--- src/sv/cbu_pkg.sv ---
// cbu_pkg: shared types, constants and helper functions for the chroma block upsampler.
// Used by every module of the block; no dependencies.
package cbu_pkg;

    localparam int BLOCK_EDGE  = 8;
    localparam int MAX_BLOCKS  = 4;
    localparam int QUEUE_DEPTH = 2;

    // Configuration register indexes (byte address = 4 * index)
    typedef enum logic [1:0] {
        REG_IN_WIDE  = 2'd0,
        REG_IN_TALL  = 2'd1,
        REG_OUT_WIDE = 2'd2,
        REG_OUT_TALL = 2'd3
    } reg_index_t;

    // Replication factors and output line stride; the user must hold them fixed while the block runs (not enforced)
    typedef struct packed {
        logic [2:0] h;
        logic [2:0] v;
        logic [5:0] line;
    } scale_t;

    // One queued request: a sample and the origin of its run in the output MCU
    typedef struct packed {
        logic [7:0] value;
        logic [6:0] base_row;
        logic [6:0] base_col;
        logic       comp_end;
    } run_t;

    function automatic logic [2:0] clamp_blocks(input logic [2:0] n);
        logic [2:0] r;
        r = n;
        if (n == 3'd0)
        begin
            r = 3'd1;
        end
        else if (n > 3'(MAX_BLOCKS))
        begin
            r = 3'(MAX_BLOCKS);
        end
        return r;
    endfunction

    // Truncated quotient of two clamped block counts, by comparison against multiples
    function automatic logic [2:0] block_ratio(input logic [2:0] num, input logic [2:0] den);
        logic [4:0] q;
        q = 5'd0;
        for (int k = 1; k <= MAX_BLOCKS; k++)
        begin
            if ({2'b00, num} >= 5'(k) * {2'b00, den})
            begin
                q = 5'(k);
            end
        end
        return q[2:0];
    endfunction

endpackage

--- src/sv/cbu_front.sv ---
// cbu_front: accepts samples, tracks block and pixel position, computes run origin.
// Depends on cbu_pkg (scale_t, run_t, BLOCK_EDGE).
module cbu_front
(
    input  logic              clk,
    input  logic              rst_n,
    input  logic              push,
    input  logic              full,
    input  logic [7:0]        sample,
    input  cbu_pkg::scale_t   scale,
    input  logic [2:0]        iw,
    input  logic [2:0]        ih,
    output logic              enq_valid,
    output cbu_pkg::run_t     enq_data
);

    logic [1:0] block_col_reg, block_col_next;
    logic [1:0] block_row_reg, block_row_next;
    logic [2:0] pixel_col_reg, pixel_col_next;
    logic [2:0] pixel_row_reg, pixel_row_next;

    logic       accept;
    logic       last_pc, last_pr, last_bc, last_br;
    logic [4:0] row_idx, col_idx;
    logic [7:0] row_prod, col_prod;

    assign accept  = push && !full;
    assign last_pc = pixel_col_reg >= 3'(cbu_pkg::BLOCK_EDGE - 1);
    assign last_pr = pixel_row_reg >= 3'(cbu_pkg::BLOCK_EDGE - 1);
    assign last_bc = ({1'b0, block_col_reg} + 3'd1) >= iw;
    assign last_br = ({1'b0, block_row_reg} + 3'd1) >= ih;

    // block * 8 + pixel
    assign row_idx  = {block_row_reg, pixel_row_reg};
    assign col_idx  = {block_col_reg, pixel_col_reg};
    assign row_prod = {3'b000, row_idx} * {5'b00000, scale.v};
    assign col_prod = {3'b000, col_idx} * {5'b00000, scale.h};

    assign enq_valid         = accept && (scale.h != 3'd0) && (scale.v != 3'd0);
    assign enq_data.value    = sample;
    assign enq_data.base_row = row_prod[6:0];
    assign enq_data.base_col = col_prod[6:0];
    assign enq_data.comp_end = last_pc && last_pr && last_bc && last_br;

    always_comb
    begin
        block_col_next = block_col_reg;
        block_row_next = block_row_reg;
        pixel_col_next = pixel_col_reg;
        pixel_row_next = pixel_row_reg;
        if (accept)
        begin
            if (last_pc)
            begin
                pixel_col_next = 3'd0;
                if (last_pr)
                begin
                    pixel_row_next = 3'd0;
                    if (last_bc)
                    begin
                        block_col_next = 2'd0;
                        block_row_next = last_br ? 2'd0 : block_row_reg + 2'd1;
                    end
                    else
                    begin
                        block_col_next = block_col_reg + 2'd1;
                    end
                end
                else
                begin
                    pixel_row_next = pixel_row_reg + 3'd1;
                end
            end
            else
            begin
                pixel_col_next = pixel_col_reg + 3'd1;
            end
        end
    end

    always_ff @(posedge clk or negedge rst_n)
    begin
        if (!rst_n)
        begin
            block_col_reg <= 2'd0;
            block_row_reg <= 2'd0;
            pixel_col_reg <= 3'd0;
            pixel_row_reg <= 3'd0;
        end
        else
        begin
            block_col_reg <= block_col_next;
            block_row_reg <= block_row_next;
            pixel_col_reg <= pixel_col_next;
            pixel_row_reg <= pixel_row_next;
        end
    end

endmodule

--- src/sv/cbu_queue.sv ---
// cbu_queue: short request queue between the front and back ends.
// Depends on cbu_pkg (run_t, QUEUE_DEPTH).
module cbu_queue
(
    input  logic              clk,
    input  logic              rst_n,
    input  logic              wr_en,
    input  cbu_pkg::run_t     wr_data,
    input  logic              rd_en,
    output logic              rd_valid,
    output cbu_pkg::run_t     rd_data,
    output logic              full
);

    localparam int PtrW = (cbu_pkg::QUEUE_DEPTH > 1) ? $clog2(cbu_pkg::QUEUE_DEPTH) : 1;
    localparam int CntW = $clog2(cbu_pkg::QUEUE_DEPTH + 1);

    cbu_pkg::run_t entry_reg [cbu_pkg::QUEUE_DEPTH];
    logic [PtrW-1:0] wr_ptr_reg, wr_ptr_next;
    logic [PtrW-1:0] rd_ptr_reg, rd_ptr_next;
    logic [CntW-1:0] count_reg, count_next;
    logic            do_wr, do_rd;

    assign rd_valid = count_reg != CntW'(0);
    assign full     = count_reg == CntW'(cbu_pkg::QUEUE_DEPTH);
    assign rd_data  = entry_reg[rd_ptr_reg];
    assign do_wr    = wr_en && !full;
    assign do_rd    = rd_en && rd_valid;

    always_comb
    begin
        wr_ptr_next = wr_ptr_reg;
        rd_ptr_next = rd_ptr_reg;
        count_next  = count_reg;
        if (do_wr)
        begin
            wr_ptr_next = (wr_ptr_reg == PtrW'(cbu_pkg::QUEUE_DEPTH - 1)) ? PtrW'(0)
                                                                         : wr_ptr_reg + PtrW'(1);
        end
        if (do_rd)
        begin
            rd_ptr_next = (rd_ptr_reg == PtrW'(cbu_pkg::QUEUE_DEPTH - 1)) ? PtrW'(0)
                                                                         : rd_ptr_reg + PtrW'(1);
        end
        if (do_wr && !do_rd)
        begin
            count_next = count_reg + CntW'(1);
        end
        else if (do_rd && !do_wr)
        begin
            count_next = count_reg - CntW'(1);
        end
    end

    always_ff @(posedge clk or negedge rst_n)
    begin
        if (!rst_n)
        begin
            wr_ptr_reg <= PtrW'(0);
            rd_ptr_reg <= PtrW'(0);
            count_reg  <= CntW'(0);
        end
        else
        begin
            wr_ptr_reg <= wr_ptr_next;
            rd_ptr_reg <= rd_ptr_next;
            count_reg  <= count_next;
        end
    end

    always_ff @(posedge clk)
    begin
        if (do_wr)
        begin
            entry_reg[wr_ptr_reg] <= wr_data;
        end
    end

    a_count_bound: assert property (@(posedge clk) disable iff (!rst_n)
        count_reg <= CntW'(cbu_pkg::QUEUE_DEPTH))
        else $error("queue count exceeds depth");

endmodule

--- src/sv/cbu_back.sv ---
// cbu_back: copy sequencer; expands each queued request into h*v addressed copies.
// Depends on cbu_pkg (scale_t, run_t).
module cbu_back
(
    input  logic              clk,
    input  logic              rst_n,
    input  cbu_pkg::scale_t   scale,
    input  logic              q_valid,
    input  cbu_pkg::run_t     q_data,
    output logic              q_pop,
    input  logic              pop,
    output logic              empty,
    output logic [7:0]        pixel,
    output logic [9:0]        out_address,
    output logic              run_last,
    output logic              component_last
);

    logic       busy_reg, busy_next;
    logic [1:0] cc_reg, cc_next;
    logic [1:0] cr_reg, cr_next;
    logic [9:0] row_addr_reg, row_addr_next;
    logic [6:0] base_col_reg, base_col_next;
    logic [7:0] value_reg, value_next;
    logic       comp_reg, comp_next;

    logic       out_valid_reg, out_valid_next;
    logic [7:0] pixel_reg, pixel_next;
    logic [9:0] addr_reg, addr_next;
    logic       run_last_reg, run_last_next;
    logic       comp_last_reg, comp_last_next;

    logic        emit, load, col_end, row_end, run_end;
    logic [12:0] row_start;
    logic [9:0]  copy_addr;

    assign emit      = busy_reg && (!out_valid_reg || pop);
    assign col_end   = ({1'b0, cc_reg} + 3'd1) == scale.h;
    assign row_end   = ({1'b0, cr_reg} + 3'd1) == scale.v;
    assign run_end   = col_end && row_end;
    // next run starts in the cycle the current one issues its last copy
    assign load      = q_valid && (!busy_reg || (emit && run_end));
    assign q_pop     = load;
    assign row_start = {6'b0, q_data.base_row} * {7'b0, scale.line};
    assign copy_addr = row_addr_reg + {3'b000, base_col_reg} + {8'b0, cc_reg};

    always_comb
    begin
        busy_next     = busy_reg;
        cc_next       = cc_reg;
        cr_next       = cr_reg;
        row_addr_next = row_addr_reg;
        base_col_next = base_col_reg;
        value_next    = value_reg;
        comp_next     = comp_reg;
        if (load)
        begin
            busy_next     = 1'b1;
            cc_next       = 2'd0;
            cr_next       = 2'd0;
            row_addr_next = row_start[9:0];
            base_col_next = q_data.base_col;
            value_next    = q_data.value;
            comp_next     = q_data.comp_end;
        end
        else if (emit)
        begin
            if (run_end)
            begin
                busy_next = 1'b0;
            end
            else if (col_end)
            begin
                cc_next       = 2'd0;
                cr_next       = cr_reg + 2'd1;
                row_addr_next = row_addr_reg + {4'b0, scale.line};
            end
            else
            begin
                cc_next = cc_reg + 2'd1;
            end
        end
    end

    always_comb
    begin
        out_valid_next = out_valid_reg;
        pixel_next     = pixel_reg;
        addr_next      = addr_reg;
        run_last_next  = run_last_reg;
        comp_last_next = comp_last_reg;
        if (emit)
        begin
            out_valid_next = 1'b1;
            pixel_next     = value_reg;
            addr_next      = copy_addr;
            run_last_next  = run_end;
            comp_last_next = run_end && comp_reg;
        end
        else if (pop)
        begin
            out_valid_next = 1'b0;
        end
    end

    always_ff @(posedge clk or negedge rst_n)
    begin
        if (!rst_n)
        begin
            busy_reg      <= 1'b0;
            cc_reg        <= 2'd0;
            cr_reg        <= 2'd0;
            out_valid_reg <= 1'b0;
        end
        else
        begin
            busy_reg      <= busy_next;
            cc_reg        <= cc_next;
            cr_reg        <= cr_next;
            out_valid_reg <= out_valid_next;
        end
    end

    always_ff @(posedge clk)
    begin
        row_addr_reg  <= row_addr_next;
        base_col_reg  <= base_col_next;
        value_reg     <= value_next;
        comp_reg      <= comp_next;
        pixel_reg     <= pixel_next;
        addr_reg      <= addr_next;
        run_last_reg  <= run_last_next;
        comp_last_reg <= comp_last_next;
    end

    assign empty          = !out_valid_reg;
    assign pixel          = pixel_reg;
    assign out_address    = addr_reg;
    assign run_last       = run_last_reg;
    assign component_last = comp_last_reg;

    a_comp_on_run_end: assert property (@(posedge clk) disable iff (!rst_n)
        (out_valid_reg && comp_last_reg) |-> run_last_reg)
        else $error("component end flagged on a copy that does not end its run");

    a_load_restarts: assert property (@(posedge clk) disable iff (!rst_n)
        load |=> (busy_reg && cc_reg == 2'd0 && cr_reg == 2'd0))
        else $error("new run did not start at its first copy");

    a_cursor_in_run: assert property (@(posedge clk) disable iff (!rst_n)
        busy_reg |-> (({1'b0, cc_reg} < scale.h) && ({1'b0, cr_reg} < scale.v)))
        else $error("copy cursor outside the run");

    a_run_continues: assert property (@(posedge clk) disable iff (!rst_n)
        (emit && !run_end) |=> busy_reg)
        else $error("run dropped before its last copy");

endmodule

--- src/sv/chroma_block_upsampler.sv ---
// chroma_block_upsampler: top level; configuration registers, front end, queue, back end.
// Depends on cbu_pkg, cbu_front, cbu_queue, cbu_back.
//
//  channel   side   handshake              payload
//  input     in     push / full            sample
//  result    out    pop / empty            pixel, out_address, run_last, component_last
//  config    in     psel/penable/pwrite    paddr, pwdata -> prdata (pready tied high)
//
// Each sample expands into h*v copies at the back end; while results are popped, the copy
// sequencer issues one copy per cycle and single-copy samples go at one per cycle.
// When idle, a taken sample goes through the queue and the sequencer to the output register.
// Reset clears position counters and queue; registers come up at 1 (h = v = 1, stride 8).
// A held result (pop low) stalls the sequencer; full rises once the two-entry queue fills.
module chroma_block_upsampler
(
    input  logic        clk,
    input  logic        rst_n,
    input  logic        push,
    output logic        full,
    input  logic [7:0]  sample,
    input  logic        pop,
    output logic        empty,
    output logic [7:0]  pixel,
    output logic [9:0]  out_address,
    output logic        run_last,
    output logic        component_last,
    input  logic        psel,
    input  logic        penable,
    input  logic        pwrite,
    input  logic [3:0]  paddr,
    input  logic [31:0] pwdata,
    output logic [31:0] prdata,
    output logic        pready
);

    logic [2:0] in_wide_reg, in_tall_reg, out_wide_reg, out_tall_reg;
    logic       cfg_wr;
    logic [2:0] iw, ih, ow, oh;
    cbu_pkg::reg_index_t reg_sel;
    cbu_pkg::scale_t     scale;

    logic          enq_valid, q_valid, q_pop;
    cbu_pkg::run_t enq_data, q_data;

    assign pready  = 1'b1;
    assign cfg_wr  = psel && penable && pwrite && pready;
    assign reg_sel = cbu_pkg::reg_index_t'(paddr[3:2]);

    always_ff @(posedge clk or negedge rst_n)
    begin
        if (!rst_n)
        begin
            in_wide_reg  <= 3'd1;
            in_tall_reg  <= 3'd1;
            out_wide_reg <= 3'd1;
            out_tall_reg <= 3'd1;
        end
        else if (cfg_wr)
        begin
            case (reg_sel)
                cbu_pkg::REG_IN_WIDE:  in_wide_reg  <= pwdata[2:0];
                cbu_pkg::REG_IN_TALL:  in_tall_reg  <= pwdata[2:0];
                cbu_pkg::REG_OUT_WIDE: out_wide_reg <= pwdata[2:0];
                cbu_pkg::REG_OUT_TALL: out_tall_reg <= pwdata[2:0];
                default: ;
            endcase
        end
    end

    always_comb
    begin
        case (reg_sel)
            cbu_pkg::REG_IN_WIDE:  prdata = {29'b0, in_wide_reg};
            cbu_pkg::REG_IN_TALL:  prdata = {29'b0, in_tall_reg};
            cbu_pkg::REG_OUT_WIDE: prdata = {29'b0, out_wide_reg};
            cbu_pkg::REG_OUT_TALL: prdata = {29'b0, out_tall_reg};
            default:               prdata = 32'b0;
        endcase
    end

    assign iw = cbu_pkg::clamp_blocks(in_wide_reg);
    assign ih = cbu_pkg::clamp_blocks(in_tall_reg);
    assign ow = cbu_pkg::clamp_blocks(out_wide_reg);
    assign oh = cbu_pkg::clamp_blocks(out_tall_reg);

    assign scale.h    = cbu_pkg::block_ratio(ow, iw);
    assign scale.v    = cbu_pkg::block_ratio(oh, ih);
    assign scale.line = {ow, 3'b000};   // BLOCK_EDGE * ow

    cbu_front u_front
    (
        .clk       (clk),
        .rst_n     (rst_n),
        .push      (push),
        .full      (full),
        .sample    (sample),
        .scale     (scale),
        .iw        (iw),
        .ih        (ih),
        .enq_valid (enq_valid),
        .enq_data  (enq_data)
    );

    cbu_queue u_queue
    (
        .clk      (clk),
        .rst_n    (rst_n),
        .wr_en    (enq_valid),
        .wr_data  (enq_data),
        .rd_en    (q_pop),
        .rd_valid (q_valid),
        .rd_data  (q_data),
        .full     (full)
    );

    cbu_back u_back
    (
        .clk            (clk),
        .rst_n          (rst_n),
        .scale          (scale),
        .q_valid        (q_valid),
        .q_data         (q_data),
        .q_pop          (q_pop),
        .pop            (pop),
        .empty          (empty),
        .pixel          (pixel),
        .out_address    (out_address),
        .run_last       (run_last),
        .component_last (component_last)
    );

endmodule
--- config.mk ---
export PLATFORM = sky130hd
export DESIGN_NAME = chroma_block_upsampler
export DESIGN_NICKNAME = d
export VERILOG_FILES = /design/src/sv/cbu_pkg.sv /design/src/sv/cbu_front.sv /design/src/sv/cbu_queue.sv /design/src/sv/cbu_back.sv /design/src/sv/chroma_block_upsampler.sv
export SDC_FILE = /design/constraint.sdc
export NUM_CORES = 1
export LEC_CHECK = 0
export BUFFER_PORTS_ARGS = -buffer_cell sky130_fd_sc_hd__buf_2
export CORE_AREA = 5 5 118 120
export CTS_BUF_LIST = sky130_fd_sc_hd__clkbuf_8 sky130_fd_sc_hd__clkbuf_16
export DETAILED_ROUTE_END_ITERATION = 8
export DIE_AREA = 0 0 123 125
export GPL_ROUTABILITY_DRIVEN = 1
export PLACE_DENSITY = 0.8
export SLEW_MARGIN = 20
export SYNTH_ARGS = -nofsm -noshare
export SYNTH_HDL_FRONTEND = slang
export SYNTH_SLANG_ARGS = --single-unit
--- constraint.sdc ---
create_clock -name clk -period 5.9 [get_ports clk]
set_input_delay 0.295 -clock clk [delete_from_list [all_inputs] [get_ports clk]]
set_output_delay 0.295 -clock clk [all_outputs]
set_load 0.02 [all_outputs]
# [Word level (Yosys, flattened, before mapping)]
# Memories as Yosys holds them, arrays and structs flattened.
# Index checks and enable logic that the tools add are counted.
[classes] add_sub_neg=17 reduce_logical=48 n_bitwise=1 eq_ne=7 n_mux=44 multipliers=5 magnitude_cmp=16
[ops] operator="$pmux W32 S4" n=1
[ops] operator="$mux W3" n=16
[ops] operator="$mux W10" n=4
[ops] operator="$mux W2" n=12
[ops] operator="$ge A3 B5 Y1" n=4
[ops] operator="$logic_and A1 B1 Y1" n=17
[ops] operator="$mul A5 B3 Y7" n=2
[ops] operator="$reduce_and A2 Y1" n=7
[ops] operator="$add A2 B1 Y3 const B" n=4
[ops] operator="$ge A3 B3 Y1" n=4
[ops] operator="$gt A3 B3 Y1 const B" n=4
[ops] operator="$logic_not A3 Y1" n=4
[ops] operator="$reduce_bool A2 Y1" n=6
[ops] operator="$mux W1" n=11
[ops] operator="$add A10 B2 Y10" n=1
[ops] operator="$add A10 B6 Y10" n=1
[ops] operator="$add A10 B7 Y10" n=1
[ops] operator="$add A2 B1 Y2 const B" n=5
[ops] operator="$mul A2 B3 Y5 const A" n=2
[ops] operator="$reduce_and A3 Y1" n=3
[ops] operator="$ge A3 B4 Y1" n=2
[ops] operator="$mul A7 B3 Y7" n=1
[ops] operator="$add A3 B1 Y3 const B" n=2
[ops] operator="$eq A2 B2 Y1 const B" n=3
[ops] operator="other kinds (12)" n=21
[word_totals] elab_cells=163 output_inout_bits=55 mem_bits_rw=46 mem_count=1 ff_bits=78
[memory_table] memory="u_queue.entry_reg" depth=2 width=23 rd=1 rd_clocked_by_memory_dff=0 write_ports=1 line="cbu_queue.sv:18" text="cbu_pkg::run_t entry_reg [cbu_pkg::QUEUE_DEPTH];"

# [Logic depth before layout (Yosys ltp)]
# Gate-level depths: netlist (run 1).
[logic_depth] depth_word=17 ltp_mapped=24 depth_no_buf=23

# [Hierarchy]
# Synthesis (run 1) repeated with hierarchy kept, for this count alone.
[unflattened] cells_unflattened=732 hier_area_um2=8464.4
[by_module_without_submodules] module="cbu_back" instances=1 seq_area_each_um2=1531.5 area_per_inst_um2=3673.5 cells_each=326
[by_module_without_submodules] module="cbu_queue" instances=1 seq_area_each_um2=1481.4 area_per_inst_um2=1963.1 cells_each=91
[by_module_without_submodules] module="chroma_block_upsampler" instances=1 seq_area_each_um2=305.3 area_per_inst_um2=1432.6 cells_each=154
[by_module_without_submodules] module="cbu_front" instances=1 seq_area_each_um2=250.2 area_per_inst_um2=1395.1 cells_each=161

# [Least setup slack after synthesis (run 1)]
# No wires, ideal clock.
[synth_timing] path_kind="reg-to-reg" start="register in_tall_reg[0]" end="memory u_queue.entry_reg[0][14] (netlist bit) (data pin)" setup_slack_ns=1.270 setup_time_ns=0.262 required_time_ns=5.638 t_arrival_ns=4.367 synth_period_minus_slack_ns=4.630 stages_incl_launch_ff=23 path_cell_list="dfstp_2 inv_1 a21oi_1 ha_1 ha_1 inv_1 ha_1 a21o_1 a31o_2 a221oi_1 nor2_1 a31oi_1 nor2_1 and2_1 fa_1 ha_1 inv_1 fa_1 inv_1 a21o_1 a21oi_1 xnor2_1 xnor2_1"
[synth_lines] item="start, declared" line="chroma_block_upsampler.sv:36" text="logic [2:0] in_wide_reg, in_tall_reg, out_wide_reg, out_tall_reg;"
[synth_lines] item="start signal, assigned" line="chroma_block_upsampler.sv:62" text="cbu_pkg::REG_IN_TALL: in_tall_reg <= pwdata[2:0];"
[synth_lines] item="end, declared" line="cbu_queue.sv:18"

==> tab_implementation.tex, run 1 <==
\begin{tabular}{lr}
\hline
Metric & Value \\
\hline
\multicolumn{2}{l}{\textbf{Run status}} \\
\quad Result of the run & finished clean \\
\multicolumn{2}{l}{\textbf{Floorplanning}} \\
\quad Starting Density & 56.1\% \\
\quad Site Rows & 42 \\
\quad Number of primary I/O pins & $\sim$110 \\
\quad Core Box Area & 12900 µm² \\
\quad Die width & 123 µm \\
\quad Total Die Area & 15400 µm² \\
\quad Vert. Die Dim & 125 µm \\
\multicolumn{2}{l}{\textbf{Clock tree}} \\
\quad TritonCTS clock tree & done \\
\quad Clock net sink count & 121 \\
\quad Post-CTS Resized & 0 \\
\quad TritonCTS buffer count & 17 \\
\quad Clock latency on the worst-skew pair & 410 ps \\
\quad Clock transition at the registers of the reported paths & $\sim$60 ps \\
\quad Setup Fix Bufs, Post-CTS & 0 \\
\quad Clock Tree Buf Depth & 2 \\
\quad Total number of H-tree levels & 4 \\
\quad Root cell of the clock tree & clkbuf\_16 \\
\multicolumn{2}{l}{\textbf{Place}} \\
\quad Post-DP HPWL & 9870 µm \\
\quad Number of buffer cells added on primary ports & 44 \\
\quad Placer congestion estimate & 0.833 \\
\multicolumn{2}{l}{\textbf{STA}} \\
\quad Worst slew slack as a fraction of its limit & 43.1\% \\
\quad Transition time of the tightest slew-check pin & 854 ps \\
\quad Worst setup skew after layout & 12.6 ps \\
\quad RSZ-0062 raised after global routing & no \\
\quad Clock period minus final worst setup slack & 5230 ps \\
\quad Upper clock frequency limit & 0.191 GHz \\
\quad Final count of hold timing violations & 0 \\
\quad Final setup fails & 0 \\
\quad Setup TNS & 0 ps \\
\quad Count of pins over their slew limit & 0 \\
\quad Ratio of final minimum period to clock period & 88.6\% \\
\quad Hold slack & 68.6 ps \\
\multicolumn{2}{l}{\textbf{Finish}} \\
\quad Inserted Diodes & 0 \\
\quad Max FFs per register & 46 \\
\quad Net count reported at finish & 798 \\
\quad Fraction of final layout cells sized beyond drive strength 1 & 18.6\% \\
\quad Area growth, synth to finish & 12.2\% \\
\multicolumn{2}{l}{\textbf{Worst setup path}} \\
\quad Arr. time, crit path & 5380 ps \\
\quad Max Fanout on Critical Path & 11 \\
\quad Register-to-Register Path Depth & 23 \\
\quad Worst setup path category & flop to flop \\
\quad Reg-to-reg setup timing slack & 670 ps \\
\quad Worst Path Required & 6050 ps \\
\quad Origin of the critical flop-to-flop path & in\_tall\_reg[2] \\
\quad CP endpoint & u\_queue.entry\_reg[1][14] \\
\quad Category of the worst setup path capture point & flop \\
\quad Critical path origin & in\_tall\_reg[2] \\
\quad Crit path launch type & flop \\
\quad Destination of the worst register-to-register timing path & u\_queue.entry\_reg[1][14] \\
\multicolumn{2}{l}{\textbf{Power}} \\
\quad Total internal power & 0.00247 W \\
\quad Power spent charging and discharging nets & 0.00141 W \\
\quad Fraction of power consumed by combinational cells & 38.1\% \\
\quad Lkg Pwr & 3.67 nW \\
\quad Final total power & approximately 0.0039 W \\
\quad Power density over the cells & 479 nW/µm² \\
\quad Net switching fraction of the power & a little over a third \\
\quad Worst VDD drop & 0.279 mV \\
\quad Clock Power Share & 25.6\% \\
\quad Sequential group share of total power & 36.3\% \\
\multicolumn{2}{l}{\textbf{Global route}} \\
\quad Vias in the first global route & 4674 \\
\quad Pin count of the biggest net entering global routing & 33 \\
\quad Global-route wire length before repair & 22400 µm \\
\quad Overflow left after global routing & 0 \\
\quad Global-route total usage across every layer & 18.7\% \\
\quad Number of antenna violations at the first check in global routing & 0 \\
\multicolumn{2}{l}{\textbf{Yosys}} \\
\quad Share of the synthesized area in compound gates (AO/OA/AOI/OAI) & 8.60\% \\
\quad Simple-gate share of the synthesized area & 9.99\% \\
\quad Mapped Cells & between 600 and 700 \\
\quad Cell area after technology mapping & approximately 7200 µm² \\
\quad Avg Cell Area, Syn & 11.7 µm² \\
\quad Share of synthesized registers carrying an async set or reset & 26.4\% \\
\quad Most numerous cell types in the synthesized netlist & edfxtp\_1, inv\_1, ha\_1, nand2\_1, buf\_4 \\
\quad Yosys warning total & 0 \\
\quad Sequential cell area fraction in the yosys report & 48.1\% \\
\quad Adder-cell share of the synthesized area & 14.7\% \\
\quad Top cells by area in the synthesized netlist & edfxtp\_1, ha\_1, dfrtp\_1 \\
\quad Proportion of netlist area held by the largest area contributor & 37.0\% \\
\quad Number of synthesized flops with an enable pin & 89 \\
\quad Area share of xor/xnor cells in the synthesized design & approximately 4.1\% \\
\quad Post-synth top area cell & edfxtp\_1 \\
\quad Unique masters post-synth & 59 \\
\quad Proportion of synthesized area in mux cells & 7.24\% \\
\quad Cell with the most instances after synthesis & edfxtp\_1 \\
\quad Ys flop type & edfxtp\_1 \\
\quad Combinational family with the most area after synthesis & adder cells \\
\quad Register bit total from synthesis & 121 \\
\multicolumn{2}{l}{\textbf{Routing}} \\
\quad TritonRoute pass-1 iters & 5 \\
\quad Via-per-instance ratio & approximately 5.3 \\
\quad Routed vias & 4599 \\
\quad Total detailed-routing wirelength & approximately 14000 µm \\
\quad Detailed Route Iter0 Violations & 233 \\
\quad DRC viols & 0 \\
\quad Routed WL per cell & 15.9 µm \\
\quad Detail Route Antenna Nets & 0 \\
\multicolumn{2}{l}{\textbf{Flow run}} \\
\quad Number of max-cap violations & 0 \\
\multicolumn{2}{l}{\textbf{Worst hold path}} \\
\quad Class of the tightest hold or removal check & primary input to flop \\
\hline
\end{tabular}
-- area by class of cell --
class                           instances  area [µm²]
Multi-Input combinational cell        422        3350
Timing Repair Buffer                   48         253
Clock buffer                           17         425
Inverter                               62         233
Fill cell                             936        4770
Sequential cell                       121        3480
Tap cell                              176         220
Clock inverter                         14         148
-- worst min-delay path by stage --
stage	slack, ps	end	depth (start not counted)	startpoint
floorplan	-0.6	in_tall_reg[1]	0	rst_n
global placement	400	out_tall_reg[1]	1	rst_n
detailed placement	410	out_tall_reg[1]	1	rst_n
CTS	50	u_queue.entry_reg[1][22]	1	sample[7]
global route	60	u_queue.entry_reg[0][19]	1	sample[4]
finish	70	u_queue.entry_reg[1][18]	1	sample[3]
-- stage by stage --
| stage | utilization [%] | setup WS [ps] | instance area, µm² | cells |
|---|---|---|---|---|
| 5_1_grt | 63.0 | 335 | 8110 | 860 |
| 4_1_cts | 62.9 | 632 | 8100 | 860 |
| 3_5_place_dp | 58.4 | 668 | 7520 | 828 |
| 3_3_place_gp | 58.4 | 942 | 7520 | 828 |
| 2_1_floorplan | - | 1270 | 7330 | 647 |
| 6_report | 63.0 | 670 | 8110 | 860 |
-- power by group through the flow --
stage / combinational (W) / sequential, W / clock [W]
after floorplan: 0.00114 / 0.00138 / 0
after global placement: 0.00139 / 0.00140 / 0
after detailed placement: 0.00147 / 0.00142 / 0
after CTS: 0.00149 / 0.00141 / 0.00101
after global routing: 0.00166 / 0.00143 / 0.00105
final: 0.00148 / 0.00141 / 0.000995
-- worst max-delay path: stages, from the launching register on --
cell and delay, ps:
dfrtp_1 570, inv_1 160, nand2_1 180, inv_1 60, ha_1 180, ha_1 270
inv_1 40, ha_1 300, a21o_1 200, a31o_2 240, a221oi_1 410, nor2_1 70
a31oi_1 230, nor2_1 130, and2_1 210, fa_1 510, ha_1 170, inv_1 60
fa_1 390, inv_1 70, a21o_1 100, a21oi_1 70, xnor2_1 230, xnor2_1 110
-- cells by family after synthesis --
| logic type | count (synthesis) |
|---|---|
| adders and majority gates | 76 |
| and+or+nand+nor | 152 |
| buffers and inverters | 104 |
| DFF | 121 |
| xor gates and xnor gates | 34 |
| muxes | 44 |
| other | 2 |
| AOI/OAI and AO/OA | 86 |
-- placed cells by master, fill, tap and decap left out, types with 2 or more instances in the layout --
cell,instances
nor2b_1,6
clkbuf_16,17
and3_1,2
o21ai_0,18
inv_6,4
nand3b_1,3
a22o_1,2
clkinvlp_4,3
nand3_1,9
or2_2,4
ha_1,60
a21o_1,18
o211ai_1,3
dfrtp_1,27
inv_1,62
and2_1,19
dfstp_2,4
clkinv_1,2
mux4_2,2
edfxtp_1,89
xnor2_1,24
nor3_1,9
mux2_2,29
buf_4,3
fa_1,15
a21oi_1,18
nor2_1,23
nand2_1,60
a31oi_1,7
clkinv_4,2
xor2_1,10
conb_1,30
bufinv_16,2
mux2i_1,11
nand2b_1,10
buf_2,44
a21boi_2,2
or3_1,2
-- repair_timing --
action	in CTS	in global routing
hold endpoints to repair	28	0
hold buffers	1	0
setup endpoints to repair	0	0
-- metal layers --
| layer | vias to the layer above | routed length [µm] | GRT usage, % |
|---|---|---|---|
| met5 | - | 0 | 0 |
| met4 | 0 | 130 | 5.80 |
| met3 | 12 | 572 | 4.38 |
| met2 | 117 | 7370 | 33.3 |
| met1 | 2256 | 5630 | 22.3 |
| li1 | 2214 | - | - |
No activity file was read; power rests on OpenSTA's default activity.
==> run 2: changes to the inputs <==
--- a/config.mk
+++ b/config.mk
@@ -11,7 +11,8 @@
 export DETAILED_ROUTE_END_ITERATION = 8
 export DIE_AREA = 0 0 123 125
 export GPL_ROUTABILITY_DRIVEN = 1
-export PLACE_DENSITY = 0.8
+export PLACE_DENSITY_LB_ADDON = 0.1
+export REMOVE_ABC_BUFFERS = 1
 export SLEW_MARGIN = 20
 export SYNTH_ARGS = -nofsm -noshare
 export SYNTH_HDL_FRONTEND = slang
==> tab_implementation.tex, run 2 (synthesis results as in run 1) <==
\begin{tabular}{lr}
\hline
Metric & Value \\
\hline
\multicolumn{2}{l}{\textbf{STA}} \\
\quad Setup TNS & 0 ps (unchanged) \\
\quad Ratio of final minimum period to clock period & 88.0\% (-0.61 points) \\
\quad Count of pins over their slew limit & 0 (unchanged) \\
\quad Upper clock frequency limit & 0.193 GHz (+0.69\%) \\
\quad Final setup fails & 0 (unchanged) \\
\quad Clock period minus final worst setup slack & 5190 ps (-36.1 ps) \\
\quad RSZ-0062 raised after global routing & no \\
\quad Final count of hold timing violations & 0 (unchanged) \\
\quad Worst slew slack as a fraction of its limit & 49.6\% (+6.5 points) \\
\quad Hold slack & 63.0 ps (-5.62 ps) \\
\quad Transition time of the tightest slew-check pin & 756 ps (-97.6 ps) \\
\quad Worst setup skew after layout & 10.3 ps (-2.28 ps) \\
\multicolumn{2}{l}{\textbf{Clock tree}} \\
\quad TritonCTS clock tree & done \\
\quad TritonCTS buffer count & 17 (unchanged) \\
\quad Root cell of the clock tree & clkbuf\_16 \\
\quad Clock net sink count & 121 (unchanged) \\
\quad Clock latency on the worst-skew pair & 420 ps (about the same) \\
\quad Total number of H-tree levels & 4 (unchanged) \\
\quad Clock transition at the registers of the reported paths & 60 ps (about the same) \\
\quad Clock Tree Buf Depth & 2 (unchanged) \\
\multicolumn{2}{l}{\textbf{Place}} \\
\quad Placer congestion estimate & 0.816 (-2.1\%) \\
\quad Inst Count DP & 827 (-0.12\%) \\
\quad Post-DP HPWL & 9430 µm (-4.4\%) \\
\quad Number of buffer cells added on primary ports & 44 (unchanged) \\
\multicolumn{2}{l}{\textbf{Power}} \\
\quad Total internal power & 0.00248 W (+0.36\%) \\
\quad Clock Power Share & 26.2\% (+0.6 points) \\
\quad Sequential group share of total power & 36.3\% (about the same) \\
\quad Power density over the cells & 475 nW/µm² (-0.88\%) \\
\quad Lkg Pwr & 3.68 nW (+0.25\%) \\
\quad Final total power & 0.00385 W (-0.84\%) \\
\quad Net switching fraction of the power & 35.6\% (-0.77 points) \\
\quad Worst VDD drop & 0.245 mV (-12\%) \\
\quad Fraction of power consumed by combinational cells & 37.6\% (-0.5 points) \\
\quad Power spent charging and discharging nets & 0.00137 W (-2.9\%) \\
\multicolumn{2}{l}{\textbf{Routing}} \\
\quad Detailed Route Iter0 Violations & 194 (-17\%) \\
\quad DRC viols & 0 (unchanged) \\
\quad TritonRoute pass-1 iters & 4 (-1) \\
\quad Via-per-instance ratio & 5.17 (-3.3\%) \\
\quad Routed WL per cell & 14.9 µm (-6.6\%) \\
\quad Routed vias & 4446 (-3.3\%) \\
\quad Detail Route Antenna Nets & 0 (unchanged) \\
\quad Total detailed-routing wirelength & 12800 µm (-6.6\%) \\
\multicolumn{2}{l}{\textbf{Finish}} \\
\quad Inserted Diodes & 0 (unchanged) \\
\quad Net count reported at finish & 797 (-0.13\%) \\
\quad Post-route non-filler standard cell count & 860 (unchanged) \\
\quad Area growth, synth to finish & 12.2\% (about the same) \\
\quad Fraction of final layout cells sized beyond drive strength 1 & 18.4\% (-0.15 points) \\
\quad Max FFs per register & 46 (unchanged) \\
\quad Most frequent standard cell in the layout excluding fill and tap cells & edfxtp\_1 \\
\quad Leading cell types in the layout, fill and taps excluded & edfxtp\_1, inv\_1, nand2\_1, ha\_1, buf\_2 \\
\multicolumn{2}{l}{\textbf{Floorplanning}} \\
\quad Starting Density & 56.1\% (unchanged) \\
\quad Vert. Die Dim & 125 µm (unchanged) \\
\quad Total Die Area & 15400 µm² (unchanged) \\
\quad Number of primary I/O pins & 106 (unchanged) \\
\quad Site Rows & 42 (unchanged) \\
\quad Die width & 123 µm (unchanged) \\
\quad Core Box Area & 12900 µm² (unchanged) \\
\multicolumn{2}{l}{\textbf{Worst hold path}} \\
\quad Cell depth of the worst hold path & 1 (unchanged) \\
\quad Hold Startpoint & sample[7] \\
\quad Class of the tightest hold or removal check & primary input to flop \\
\quad End point of the most critical hold path & u\_queue.entry\_reg[0][22] \\
\multicolumn{2}{l}{\textbf{Global route}} \\
\quad Vias in the first global route & 4454 (-4.7\%) \\
\quad Global-route wire length before repair & 21300 µm (-5.1\%) \\
\quad Overflow left after global routing & 0 (unchanged) \\
\quad Number of antenna violations at the first check in global routing & 0 (unchanged) \\
\quad Global-route total usage across every layer & 17.9\% (-0.78 points) \\
\quad Pin count of the biggest net entering global routing & 33 (unchanged) \\
\multicolumn{2}{l}{\textbf{Worst setup path}} \\
\quad Register-to-Register Path Depth & 23 (unchanged) \\
\quad Worst Path Required & 6060 ps (about the same) \\
\quad Category of the worst setup path capture point & flop \\
\quad Origin of the critical flop-to-flop path & in\_tall\_reg[2] \\
\quad Reg-to-reg setup timing slack & 710 ps (+40 ps) \\
\quad Max Fanout on Critical Path & 11 (unchanged) \\
\quad Destination of the worst register-to-register timing path & u\_queue.entry\_reg[0][14] \\
\quad Worst setup path category & flop to flop \\
\quad Crit path launch type & flop \\
\quad Arr. time, crit path & 5350 ps (-30 ps) \\
\multicolumn{2}{l}{\textbf{Flow run}} \\
\quad Number of max-cap violations & 0 (unchanged) \\
\multicolumn{2}{l}{\textbf{Run status}} \\
\quad Result of the run & finished clean \\
\hline
\end{tabular}
-- run 2: changes by cell type in the layout (fill, tap and decap cells not counted), sizes merged --
cell    change
clkbuf      +2
clkinv      -1
buf         -1
-- run 2: area by class of cell --
| class | count | area [µm²] |
|---|---|---|
| inverter | 62 | 233 |
| tap | 176 | 220 |
| clock buffer | 19 | 453 |
| multi-input combinational | 422 | 3350 |
| fill | 1004 | 4770 |
| clock inverter | 13 | 130 |
| timing repair buffer | 47 | 245 |
| sequential | 121 | 3480 |
-- run 2: power by group through the flow --
stage               sequential, W  clock [W]  combinational [W]
detailed placement        0.00141          0            0.00145
global route              0.00143    0.00107            0.00164
global placement          0.00140          0            0.00140
finish                    0.00140    0.00101            0.00145
floorplan                 0.00140          0            0.00108
CTS                       0.00140    0.00103            0.00147
-- run 2: routing by layer --
layer,vias to the layer above,track usage (%),share of wire (%)
met5,-,0,0
met1,2136,23.0,45
met3,17,4.47,3.8
met4,0,7.43,2.0
li1,2213,-,-
met2,80,29.0,49
-- run 2: critical path, stage by stage, from the launching register on --
cell and delay [ps]:
dfrtp_1 540, inv_1 160, nand2_1 180, inv_1 60, ha_1 180, ha_1 270, inv_1 40, ha_1 300
a21o_1 200, a31o_2 240, a221oi_1 410, nor2_1 80, a31oi_1 230, nor2_1 130, and2_1 220, fa_1 500
ha_1 170, inv_1 70, fa_1 410, inv_1 70, a21o_1 100, a21oi_1 70, xnor2_1 190, xnor2_1 100
-- run 2: how the worst max path moves through the flow --
| stage | end | cells past startpoint | start | slack, ps |
|---|---|---|---|---|
| after detailed placement | u_queue.entry_reg[0][14] | 22 | in_tall_reg[0] | 700 |
| after floorplan | u_queue.entry_reg[0][14] | 22 | in_tall_reg[0] | 1270 |
| after global placement | u_queue.entry_reg[0][14] | 22 | in_tall_reg[0] | 880 |
| after CTS | u_queue.entry_reg[0][14] | 22 | in_tall_reg[0] | 680 |
| after global routing | u_queue.entry_reg[0][14] | 23 | in_tall_reg[2] | 400 |
| final | u_queue.entry_reg[0][14] | 23 | in_tall_reg[2] | 710 |
-- run 2: per-stage QoR --
| stage | utilization [%] | cell area, µm² | worst slack [ps] |
|---|---|---|---|
| after CTS | 63.0 | 8110 | 677 |
| final | 63.0 | 8110 | 706 |
| after global routing | 63.0 | 8110 | 404 |
| after floorplan | - | 7050 | 1270 |
| after detailed placement | 58.4 | 7510 | 701 |
| after global placement | 58.3 | 7510 | 881 |
-- run 2: timing repair --
action                                 in CTS  in global routing
endpoints found under the hold margin      28                  0
buffers inserted                            0                  0
hold buffers                                1                  0
gates resized for setup                     0                  0
